### config.mk
export PLATFORM = sky130hd
export DESIGN_NAME = tilt_average_motor_trim_top
export DESIGN_NICKNAME = d
export VERILOG_FILES = /design/src/tatm_pkg.sv /design/src/tatm_cfg.sv /design/src/tatm_tilt.sv /design/src/tatm_trim.sv /design/src/tilt_average_motor_trim_top.sv
export SDC_FILE = /design/constraint.sdc
export NUM_CORES = 2
export LEC_CHECK = 0
export BUFFER_PORTS_ARGS = -buffer_cell sky130_fd_sc_hd__buf_2
export CORE_ASPECT_RATIO = 0.9
export CORE_UTILIZATION = 59
export DETAILED_ROUTE_END_ITERATION = 10
export GPL_ROUTABILITY_DRIVEN = 0
export PLACE_DENSITY = 0.79
export SETUP_SLACK_MARGIN = 0.05
export SLEW_MARGIN = 20
export SYNTH_ARGS = -nofsm -noshare
export SYNTH_HDL_FRONTEND = slang
export SYNTH_SLANG_ARGS = --single-unit
### constraint.sdc
create_clock -name clk -period 22.4 [get_ports clk]
set_input_delay 4.48 -clock clk [delete_from_list [all_inputs] [get_ports clk]]
set_output_delay 4.48 -clock clk [all_outputs]
set_load 0.005 [all_outputs]
### src/tatm_pkg.sv
// Shared types and constants of the tilt average motor trim block.
package tatm_pkg;

  localparam int SAMPLE_W = 16;
  localparam int MOTOR_W  = 12;
  localparam int SCALE_W  = 16;
  localparam int PROD_W   = MOTOR_W + SCALE_W;
  localparam int CFG_W    = 16;
  localparam int CFG_IDX_W = 2;
  localparam int MOTORS   = 4;

  // Motor slots in the stage payload.
  localparam int M_FL = 0;
  localparam int M_FR = 1;
  localparam int M_BL = 2;
  localparam int M_BR = 3;

  // Register indexes of the configuration port.
  localparam logic [CFG_IDX_W-1:0] REG_GATE_LEVEL     = 2'd0;
  localparam logic [CFG_IDX_W-1:0] REG_TILT_THRESHOLD = 2'd1;
  localparam logic [CFG_IDX_W-1:0] REG_TRIM_SCALE     = 2'd2;

  // Register values after reset.
  localparam logic [MOTOR_W-1:0] GATE_LEVEL_RST     = 12'd300;
  localparam int                 TILT_THRESHOLD_RST = 256;
  localparam logic [SCALE_W-1:0] TRIM_SCALE_RST     = 16'd328;

  // Action codes.
  localparam logic [2:0] ACT_GATED      = 3'd0;
  localparam logic [2:0] ACT_LEVEL      = 3'd1;
  localparam logic [2:0] ACT_PITCH_HIGH = 3'd2;
  localparam logic [2:0] ACT_PITCH_LOW  = 3'd3;
  localparam logic [2:0] ACT_ROLL_HIGH  = 3'd4;
  localparam logic [2:0] ACT_ROLL_LOW   = 3'd5;

  // Configuration values that do not depend on the window length.
  typedef struct packed {
    logic [MOTOR_W-1:0] gate_level;
    logic [SCALE_W-1:0] trim_scale;
  } cfg_t;

  // Payload handed from the tilt stage to the trim stage.
  typedef struct packed {
    logic [2:0]                       action;
    logic [MOTORS-1:0][MOTOR_W-1:0]   motor;
    logic [MOTORS-1:0][PROD_W-1:0]    prod;
  } stage_t;

endpackage

### src/tatm_cfg.sv
// Configuration registers of the tilt average motor trim block.
module tatm_cfg #(
  parameter int WINDOW_LEN = 10
) (
  input  logic                               clk,
  input  logic                               rst,
  input  logic                               cfg_write,
  input  logic [tatm_pkg::CFG_IDX_W-1:0]     cfg_index,
  input  logic [tatm_pkg::CFG_W-1:0]         cfg_data,
  output tatm_pkg::cfg_t                     cfg,
  output logic signed [$clog2(WINDOW_LEN)+tatm_pkg::SAMPLE_W-1:0] tilt_limit
);
  import tatm_pkg::*;

  localparam int SUM_W = $clog2(WINDOW_LEN) + SAMPLE_W;

  // The threshold is kept already multiplied by the window length, so the
  // mean test becomes a plain compare against the running sum.
  always_ff @(posedge clk) begin
    if (rst) begin
      cfg.gate_level <= GATE_LEVEL_RST;
      cfg.trim_scale <= TRIM_SCALE_RST;
      tilt_limit     <= SUM_W'(TILT_THRESHOLD_RST * WINDOW_LEN);
    end else if (cfg_write) begin
      case (cfg_index)
        REG_GATE_LEVEL:     cfg.gate_level <= cfg_data[MOTOR_W-1:0];
        REG_TILT_THRESHOLD: tilt_limit <= SUM_W'(cfg_data[14:0]) * SUM_W'(WINDOW_LEN);
        REG_TRIM_SCALE:     cfg.trim_scale <= cfg_data[SCALE_W-1:0];
        default: ;
      endcase
    end
  end

endmodule

### src/tatm_tilt.sv
// Tilt windows, running sums, action decision and trim products.
module tatm_tilt #(
  parameter int WINDOW_LEN = 10
) (
  input  logic                                     clk,
  input  logic                                     rst,
  input  logic                                     take,
  input  logic signed [tatm_pkg::SAMPLE_W-1:0]     pitch_sample,
  input  logic signed [tatm_pkg::SAMPLE_W-1:0]     roll_sample,
  input  logic [tatm_pkg::MOTORS-1:0][tatm_pkg::MOTOR_W-1:0] motor,
  input  tatm_pkg::cfg_t                           cfg,
  input  logic signed [$clog2(WINDOW_LEN)+tatm_pkg::SAMPLE_W-1:0] tilt_limit,
  output tatm_pkg::stage_t                         stage
);
  import tatm_pkg::*;

  localparam int SUM_W = $clog2(WINDOW_LEN) + SAMPLE_W;

  logic signed [SAMPLE_W-1:0] pitch_taps [WINDOW_LEN];
  logic signed [SAMPLE_W-1:0] roll_taps  [WINDOW_LEN];
  logic signed [SUM_W-1:0]    pitch_sum;
  logic signed [SUM_W-1:0]    roll_sum;
  logic signed [SUM_W-1:0]    pitch_sum_next;
  logic signed [SUM_W-1:0]    roll_sum_next;
  logic signed [SUM_W-1:0]    neg_limit;
  logic                       gated;
  logic [2:0]                 action_next;

  // Any motor at or below the gate level holds the whole step off.
  always_comb begin
    gated = 1'b0;
    for (int i = 0; i < MOTORS; i++) begin
      if (motor[i] <= cfg.gate_level) gated = 1'b1;
    end
  end

  // The last tap holds the oldest sample, which leaves the window now.
  assign pitch_sum_next = pitch_sum + SUM_W'(pitch_sample)
                        - SUM_W'(pitch_taps[WINDOW_LEN-1]);
  assign roll_sum_next  = roll_sum + SUM_W'(roll_sample)
                        - SUM_W'(roll_taps[WINDOW_LEN-1]);
  assign neg_limit      = -tilt_limit;

  // Fixed priority: gated, pitch high, pitch low, roll high, roll low.
  always_comb begin
    if (gated) begin
      action_next = ACT_GATED;
    end else if (pitch_sum_next > tilt_limit) begin
      action_next = ACT_PITCH_HIGH;
    end else if (pitch_sum_next < neg_limit) begin
      action_next = ACT_PITCH_LOW;
    end else if (roll_sum_next > tilt_limit) begin
      action_next = ACT_ROLL_HIGH;
    end else if (roll_sum_next < neg_limit) begin
      action_next = ACT_ROLL_LOW;
    end else begin
      action_next = ACT_LEVEL;
    end
  end

  // Window shift lines and sums move only on a request that is not gated.
  always_ff @(posedge clk) begin
    if (rst) begin
      for (int i = 0; i < WINDOW_LEN; i++) begin
        pitch_taps[i] <= '0;
        roll_taps[i]  <= '0;
      end
      pitch_sum <= '0;
      roll_sum  <= '0;
    end else if (take && !gated) begin
      for (int i = WINDOW_LEN - 1; i > 0; i--) begin
        pitch_taps[i] <= pitch_taps[i-1];
        roll_taps[i]  <= roll_taps[i-1];
      end
      pitch_taps[0] <= pitch_sample;
      roll_taps[0]  <= roll_sample;
      pitch_sum     <= pitch_sum_next;
      roll_sum      <= roll_sum_next;
    end
  end

  // Stage payload: the decision, the drives and their scaled products.
  always_ff @(posedge clk) begin
    if (take) begin
      stage.action <= action_next;
      stage.motor  <= motor;
      for (int i = 0; i < MOTORS; i++) begin
        stage.prod[i] <= PROD_W'(motor[i]) * PROD_W'(cfg.trim_scale);
      end
    end
  end

endmodule

### src/tatm_trim.sv
// Motor reduction and result register of the tilt average motor trim block.
module tatm_trim (
  input  logic                          clk,
  input  logic                          load,
  input  tatm_pkg::stage_t              stage,
  output logic [2:0]                    action,
  output logic [tatm_pkg::MOTOR_W-1:0]  out_front_left,
  output logic [tatm_pkg::MOTOR_W-1:0]  out_front_right,
  output logic [tatm_pkg::MOTOR_W-1:0]  out_back_left,
  output logic [tatm_pkg::MOTOR_W-1:0]  out_back_right
);
  import tatm_pkg::*;

  logic [MOTORS-1:0]              lower;
  logic [MOTORS-1:0][MOTOR_W-1:0] trimmed;
  logic [MOTORS-1:0][MOTOR_W-1:0] drive;
  logic [PROD_W:0]                rounded [MOTORS];
  logic [MOTOR_W:0]               cut [MOTORS];

  // Which pair of motors the action lowers.
  always_comb begin
    lower = '0;
    case (stage.action)
      ACT_PITCH_HIGH: begin
        lower[M_BL] = 1'b1;
        lower[M_BR] = 1'b1;
      end
      ACT_PITCH_LOW: begin
        lower[M_FL] = 1'b1;
        lower[M_FR] = 1'b1;
      end
      ACT_ROLL_HIGH: begin
        lower[M_FR] = 1'b1;
        lower[M_BR] = 1'b1;
      end
      ACT_ROLL_LOW: begin
        lower[M_FL] = 1'b1;
        lower[M_BL] = 1'b1;
      end
      default: lower = '0;
    endcase
  end

  // A lowered drive loses the product rounded up, never going below zero.
  always_comb begin
    for (int i = 0; i < MOTORS; i++) begin
      rounded[i] = {1'b0, stage.prod[i]} + (PROD_W+1)'(16'hFFFF);
      cut[i]     = rounded[i][PROD_W:SCALE_W];
      if (cut[i] >= {1'b0, stage.motor[i]}) begin
        trimmed[i] = '0;
      end else begin
        trimmed[i] = stage.motor[i] - cut[i][MOTOR_W-1:0];
      end
      drive[i] = lower[i] ? trimmed[i] : stage.motor[i];
    end
  end

  // Result register.
  always_ff @(posedge clk) begin
    if (load) begin
      action          <= stage.action;
      out_front_left  <= drive[M_FL];
      out_front_right <= drive[M_FR];
      out_back_left   <= drive[M_BL];
      out_back_right  <= drive[M_BR];
    end
  end

endmodule

### src/tilt_average_motor_trim_top.sv
// Top level of the tilt average motor trim block.
//
// Input channel: in_valid / in_stall carry one request of a pitch and a roll
// sample (Q8.8) and four motor drives. Output channel: out_valid / out_stall
// carry the action code and the four drives, one result per request, in order.
// A request moves at a clock edge where valid is high and stall is low.
// The block is a two-stage pipeline: the tilt stage updates the windows and
// sums, picks the action and forms the drive products; the trim stage
// subtracts the rounded products and fills the result register. One request is
// taken every cycle while the receiver keeps taking results.
// When the receiver stalls, the result register holds; the tilt stage takes
// one more request if it is empty, then in_stall rises until the result moves on.
// Reset (rst, synchronous) clears both windows and sums, empties the pipeline
// and loads the register defaults. Registers are written through cfg_write,
// cfg_index and cfg_data, one per cycle. The user must write them only while
// no request is in flight; the block itself does not enforce this.
module tilt_average_motor_trim_top #(
  parameter int WINDOW_LEN = 10
) (
  input  logic                                 clk,
  input  logic                                 rst,
  input  logic                                 cfg_write,
  input  logic [tatm_pkg::CFG_IDX_W-1:0]       cfg_index,
  input  logic [tatm_pkg::CFG_W-1:0]           cfg_data,
  input  logic                                 in_valid,
  output logic                                 in_stall,
  input  logic signed [tatm_pkg::SAMPLE_W-1:0] pitch_sample,
  input  logic signed [tatm_pkg::SAMPLE_W-1:0] roll_sample,
  input  logic [tatm_pkg::MOTOR_W-1:0]         motor_front_left,
  input  logic [tatm_pkg::MOTOR_W-1:0]         motor_front_right,
  input  logic [tatm_pkg::MOTOR_W-1:0]         motor_back_left,
  input  logic [tatm_pkg::MOTOR_W-1:0]         motor_back_right,
  output logic                                 out_valid,
  input  logic                                 out_stall,
  output logic [2:0]                           action,
  output logic [tatm_pkg::MOTOR_W-1:0]         out_front_left,
  output logic [tatm_pkg::MOTOR_W-1:0]         out_front_right,
  output logic [tatm_pkg::MOTOR_W-1:0]         out_back_left,
  output logic [tatm_pkg::MOTOR_W-1:0]         out_back_right
);
  import tatm_pkg::*;

  localparam int SUM_W = $clog2(WINDOW_LEN) + SAMPLE_W;

  cfg_t                       cfg;
  logic signed [SUM_W-1:0]    tilt_limit;
  stage_t                     stage;
  logic [MOTORS-1:0][MOTOR_W-1:0] motor;
  logic                       stage_valid;
  logic                       take;
  logic                       move_out;

  // Pipeline flow: the result register frees when it is empty or taken.
  assign move_out = stage_valid && (!out_valid || !out_stall);
  assign in_stall = stage_valid && !move_out;
  assign take     = in_valid && !in_stall;

  always_ff @(posedge clk) begin
    if (rst) begin
      stage_valid <= 1'b0;
      out_valid   <= 1'b0;
    end else begin
      if (take) begin
        stage_valid <= 1'b1;
      end else if (move_out) begin
        stage_valid <= 1'b0;
      end
      if (move_out) begin
        out_valid <= 1'b1;
      end else if (!out_stall) begin
        out_valid <= 1'b0;
      end
    end
  end

  // Gather the motor drives in slot order.
  always_comb begin
    motor[M_FL] = motor_front_left;
    motor[M_FR] = motor_front_right;
    motor[M_BL] = motor_back_left;
    motor[M_BR] = motor_back_right;
  end

  tatm_cfg #(
    .WINDOW_LEN (WINDOW_LEN)
  ) u_cfg (
    .clk        (clk),
    .rst        (rst),
    .cfg_write  (cfg_write),
    .cfg_index  (cfg_index),
    .cfg_data   (cfg_data),
    .cfg        (cfg),
    .tilt_limit (tilt_limit)
  );

  tatm_tilt #(
    .WINDOW_LEN (WINDOW_LEN)
  ) u_tilt (
    .clk          (clk),
    .rst          (rst),
    .take         (take),
    .pitch_sample (pitch_sample),
    .roll_sample  (roll_sample),
    .motor        (motor),
    .cfg          (cfg),
    .tilt_limit   (tilt_limit),
    .stage        (stage)
  );

  tatm_trim u_trim (
    .clk             (clk),
    .load            (move_out),
    .stage           (stage),
    .action          (action),
    .out_front_left  (out_front_left),
    .out_front_right (out_front_right),
    .out_back_left   (out_back_left),
    .out_back_right  (out_back_right)
  );

endmodule
==> results.md <==
Run status:
- The run finished with clean final reports.

Setup path:
- The highest-delay cell along the critical path is sky130_fd_sc_hd__fa_1.
- The critical path is of the input port to flip-flop type.
- The data required time at the worst endpoint is 22790 ps.
- The element type at the critical path start is an input port.
- The total buffers and inverters traversed by the critical path is 4.
- Grouping stages by cell kind, the critical path spends the most delay in adder cells.
- Data arrives at the worst endpoint at 9910 ps.
- The largest fanout on the critical path is 18.
- The critical path goes through buf_2 -> nand2_1 -> fa_1 -> fa_1 -> fa_1 -> inv_1 -> fa_1 -> inv_1 -> fa_1 -> inv_1 -> ha_1 -> a2111oi_0 -> o21ai_0 -> a2111oi_2 -> o31ai_1 -> o21ai_2 -> o21ai_0 -> a21oi_1 -> xnor2_1.
- On the worst path, the slowest cell contributes a delay of 580 ps.
- STA classifies the critical path endpoint as a flip-flop.
- The cell type with the highest occurrence count on the critical path is sky130_fd_sc_hd__fa_1.

Placed design:
- At the placement stage, the worst setup path has a slack of 12300 ps.
- The detailed placer's ending HPWL is 90700 µm.
- The count of buffers added on input and output ports is 155.

Drt:
- The number of vias in the routed layout is 39300.
- The detailed-router iteration count before antenna repair is 6.
- The number of nets with antenna violations after detailed routing is 0.
- The ratio of routed vias to standard cells is 5.57.
- After detailed routing, the total wire length is 125000 µm.
- The average wire per cell in the routed design is 17.8 µm.
- The detailed router finished its first iteration with 2607 violations.
- The DRC violations left is 0.

Synthesis:
- In this run, synthesis inferred 534 flip-flops with an integrated enable.
- After synthesis the cells add up to 0.0570 mm².
- The count of cell types in the netlist is 98.
- The number of synthesis warnings is 0.
- The gate count of the mapped netlist is 5681.
- The synthesized area divided by synthesized cell count is 10.0 µm².
- The proportion of synthesized chip area in sequential cells is 0.312.
- The top flip-flop cell by instance count after synthesis is sky130_fd_sc_hd__edfxtp_1.
- The synthesized netlist net count is 6932.
- The async set-reset flop share out of synthesis is 0.
- The post-synthesis register bit count is 622.

Clock network:
- The buffer depth of the longest clock path is 3.
- After clock tree synthesis, the setup repair step added 0 buffers.
- Counting the buffers created by CTS gives 71.
- The H-tree was split into 3 levels.
- TritonCTS built the clock tree.
- The clock reaches the later pin of the worst-skew pair after 650 ps.
- In this run the clock root is driven by a sky130_fd_sc_hd__clkbuf_16.
- Once the clock tree was built, the resizer swapped 0 gates to a different size.
- The clock net in this run drives a total of 622 sinks.
- The CTS clock-pin slew for the worst setup and hold paths is 60 ps.
- The number of hold buffers added after CTS was 0.

GRT:
- Summed over all layers, the global routing overflow is 0.
- Entering global routing, the biggest net connects 180 pins.
- The all-layer global routing usage is 0.265.
- The global-route wire length before repair is 207000 µm.
- The initial antenna violation count came to 13.
- The via count of the first global-routing pass is 41000.

Floorplanning:
- In this run the count of I/O pins placed on the die edge is 156.
- The area inside the core boundary is 0.0952 mm².
- The die width is 330 µm.
- The initial utilization of the core area, before any placement, comes to 0.599.
- The die footprint is 0.0979 mm².
- The height of the die is 297 µm.
- The floorplan has 107 rows.

Layout:
- Relative to the synthesized area, the layout overhead comes to 7.27%.
- After the last flow step, the layout net total stands at 6989.
- The storage element area is 0.0178 mm².
- Measured on the finished design, the core utilization comes to 0.642.
- The filler cells instantiated in the layout total 7439.
- The top cell types in the final layout, fill and taps aside, are sky130_fd_sc_hd__inv_1 (1056), sky130_fd_sc_hd__nand2_1 (668), sky130_fd_sc_hd__fa_1 (603), sky130_fd_sc_hd__and2_1 (579), sky130_fd_sc_hd__ha_1 (545).
- In the final layout, the share of cells above drive strength 1 is 0.0622.
- In the final layout, the multi-input gates occupy 0.0345 mm².
- The most common cell after layout, fill and taps aside is sky130_fd_sc_hd__inv_1.

Power:
- The power per standard cell area is 76.0 mW/mm².
- For this design the total switching power over the nets is 1.70 mW.
- The static power due to leakage is 28.9 nW.
- Of the total power, the share spent switching nets is 0.366.
- The sequential power share is 0.324.
- Of the total power, the clock network draws 0.251.
- Across the VDD grid, the largest voltage drop is 0.0000747 V.
- The share of total power dissipated in combinational logic is 0.426.
- Internal power comes to 2.95 mW.

Timing:
- Between clock sinks in the finished design, the worst skew comes to 28.1 ps.
- The total setup violations reported at the end of the flow is 0.
- The maximum operating frequency is 0.105 GHz.
- Setup repair after global routing left no endpoint under its margin.
- The worst max-slew margin expressed relative to the limit is 0.299.
- Adding up every negative setup slack in the final design gives 0 ps.
- The slew at the pin closest to its max-slew limit is 1050 ps.
- The post-route clock period utilization is 0.425.
- The number of endpoints with negative hold slack in the final report is 0.
- The worst setup slack after layout is 12880 ps.
- The number of pins with negative max-slew slack in the final report is 0.
- The worst path needs 9520 ps of the cycle, external delays included.

Run:
- The count of maximum capacitance violations is 0.

Min path:
- The type of the worst min-delay path is flip-flop to flip-flop.
==> cell usage after synthesis (26+ instances only) <==
library cell / count / area [µm²]
sky130_fd_sc_hd__ha_1: 545 / 6820
sky130_fd_sc_hd__nor2b_1: 47 / 294
sky130_fd_sc_hd__o21a_1: 60 / 450
sky130_fd_sc_hd__nand4_1: 38 / 238
sky130_fd_sc_hd__fa_1: 603 / 12100
sky130_fd_sc_hd__mux2i_1: 38 / 380
sky130_fd_sc_hd__and2_1: 579 / 3620
sky130_fd_sc_hd__inv_1: 1056 / 3960
sky130_fd_sc_hd__a21oi_1: 152 / 761
sky130_fd_sc_hd__nor2_1: 220 / 826
sky130_fd_sc_hd__o21ai_0: 104 / 521
sky130_fd_sc_hd__a22o_1: 46 / 403
sky130_fd_sc_hd__nor3_1: 55 / 275
sky130_fd_sc_hd__dfxtp_1: 88 / 1760
sky130_fd_sc_hd__nand3_1: 43 / 215
sky130_fd_sc_hd__clkbuf_1: 162 / 608
sky130_fd_sc_hd__a21o_1: 71 / 533
sky130_fd_sc_hd__nand2_1: 668 / 2510
sky130_fd_sc_hd__nand2b_1: 27 / 169
sky130_fd_sc_hd__clkbuf_2: 26 / 130
sky130_fd_sc_hd__xor2_1: 60 / 526
sky130_fd_sc_hd__edfxtp_1: 534 / 16000
sky130_fd_sc_hd__xnor2_1: 144 / 1260
==> tightest hold or removal path, delay by kind of cell (launching register included) <==
kind | cells | cell delay [ps]
simple gates | 1 | 50
compound gates | 1 | 50
flops | 1 | 320
==> routing by layer <==
layer	vias up	GRT usage	routed length, µm
met2	1210	0.439	60000
met4	14	0.0869	3840
li1	18300	-	-
met5	-	0	81
met1	19400	0.349	52600
met3	269	0.0518	8840
==> power groups by stage <==
| stage | clock, mW | combinational (mW) | sequential (mW) |
|---|---|---|---|
| 2_1_floorplan | 0 | 1.52 | 1.52 |
| 3_3_place_gp | 0 | 1.89 | 1.52 |
| 3_5_place_dp | 0 | 1.96 | 1.53 |
| 4_1_cts | 1.19 | 1.98 | 1.50 |
| 5_1_grt | 1.23 | 2.25 | 1.52 |
| 6_report | 1.16 | 1.98 | 1.50 |
==> cell type report <==
class	instances	share of cell area
timing repair buffer	184	0.0164
tap	1253	0.0256
antenna	3	0.000123
sequential	622	0.291
clock inverter	34	0.00612
clock buffer	93	0.0317
inverter	1056	0.0648
multi-input combinational	3803	0.564
==> per-stage QoR <==
| step | hold WS [ps] | power [mW] | cells | cell area [µm²] |
|---|---|---|---|---|
| CTS | 457 | 4.68 | 7045 | 61100 |
| global route | 482 | 5.00 | 7048 | 61200 |
| floorplan | 432 | 3.04 | 5681 | 57000 |
| global placement | 441 | 3.41 | 6918 | 58800 |
| detailed placement | 447 | 3.48 | 6918 | 58800 |
| finish | 458 | 4.65 | 7048 | 61200 |
==> logic make-up (layout without fill, tap and decap cells) <==
logic type / Yosys count / count (layout) / share of synthesized area
simple gates: 1778 / 1778 / 0.157
buf+inv: 1256 / 1367 / 0.0838
fa+ha+maj: 1148 / 1148 / 0.331
compound gates: 635 / 635 / 0.0779
flops: 622 / 622 / 0.312
xor+xnor: 204 / 204 / 0.0313
mux: 38 / 38 / 0.00667
other cells: 0 / 3 / 0
==> registers in the layout, indices dropped and copies added, names as in the netlist <==
signal,count
u_trim.out_front_left,12
u_tilt.roll_sum,20
u_tilt.roll_taps,160
u_tilt.stage,163
u_tilt.pitch_sum,20
u_cfg.cfg,28
u_trim.out_back_right,12
u_trim.out_front_right,12
u_trim.out_back_left,12
u_cfg.tilt_limit,18
u_trim.action,3
out_valid,1
stage_valid,1
u_tilt.pitch_taps,160
==> worst paths after layout <==
check                      start               end  slack [ps]  cells after the start
max          motor_front_left[3]  u_tilt.stage[27]       12880                     19
min                 u_cfg.cfg[1]      u_cfg.cfg[1]         460                      2
max reg2reg         u_cfg.cfg[6]  u_tilt.stage[27]       15890                     19
min reg2reg         u_cfg.cfg[1]      u_cfg.cfg[1]         460                      2
Note: power is estimated with default switching activity, not from simulation.
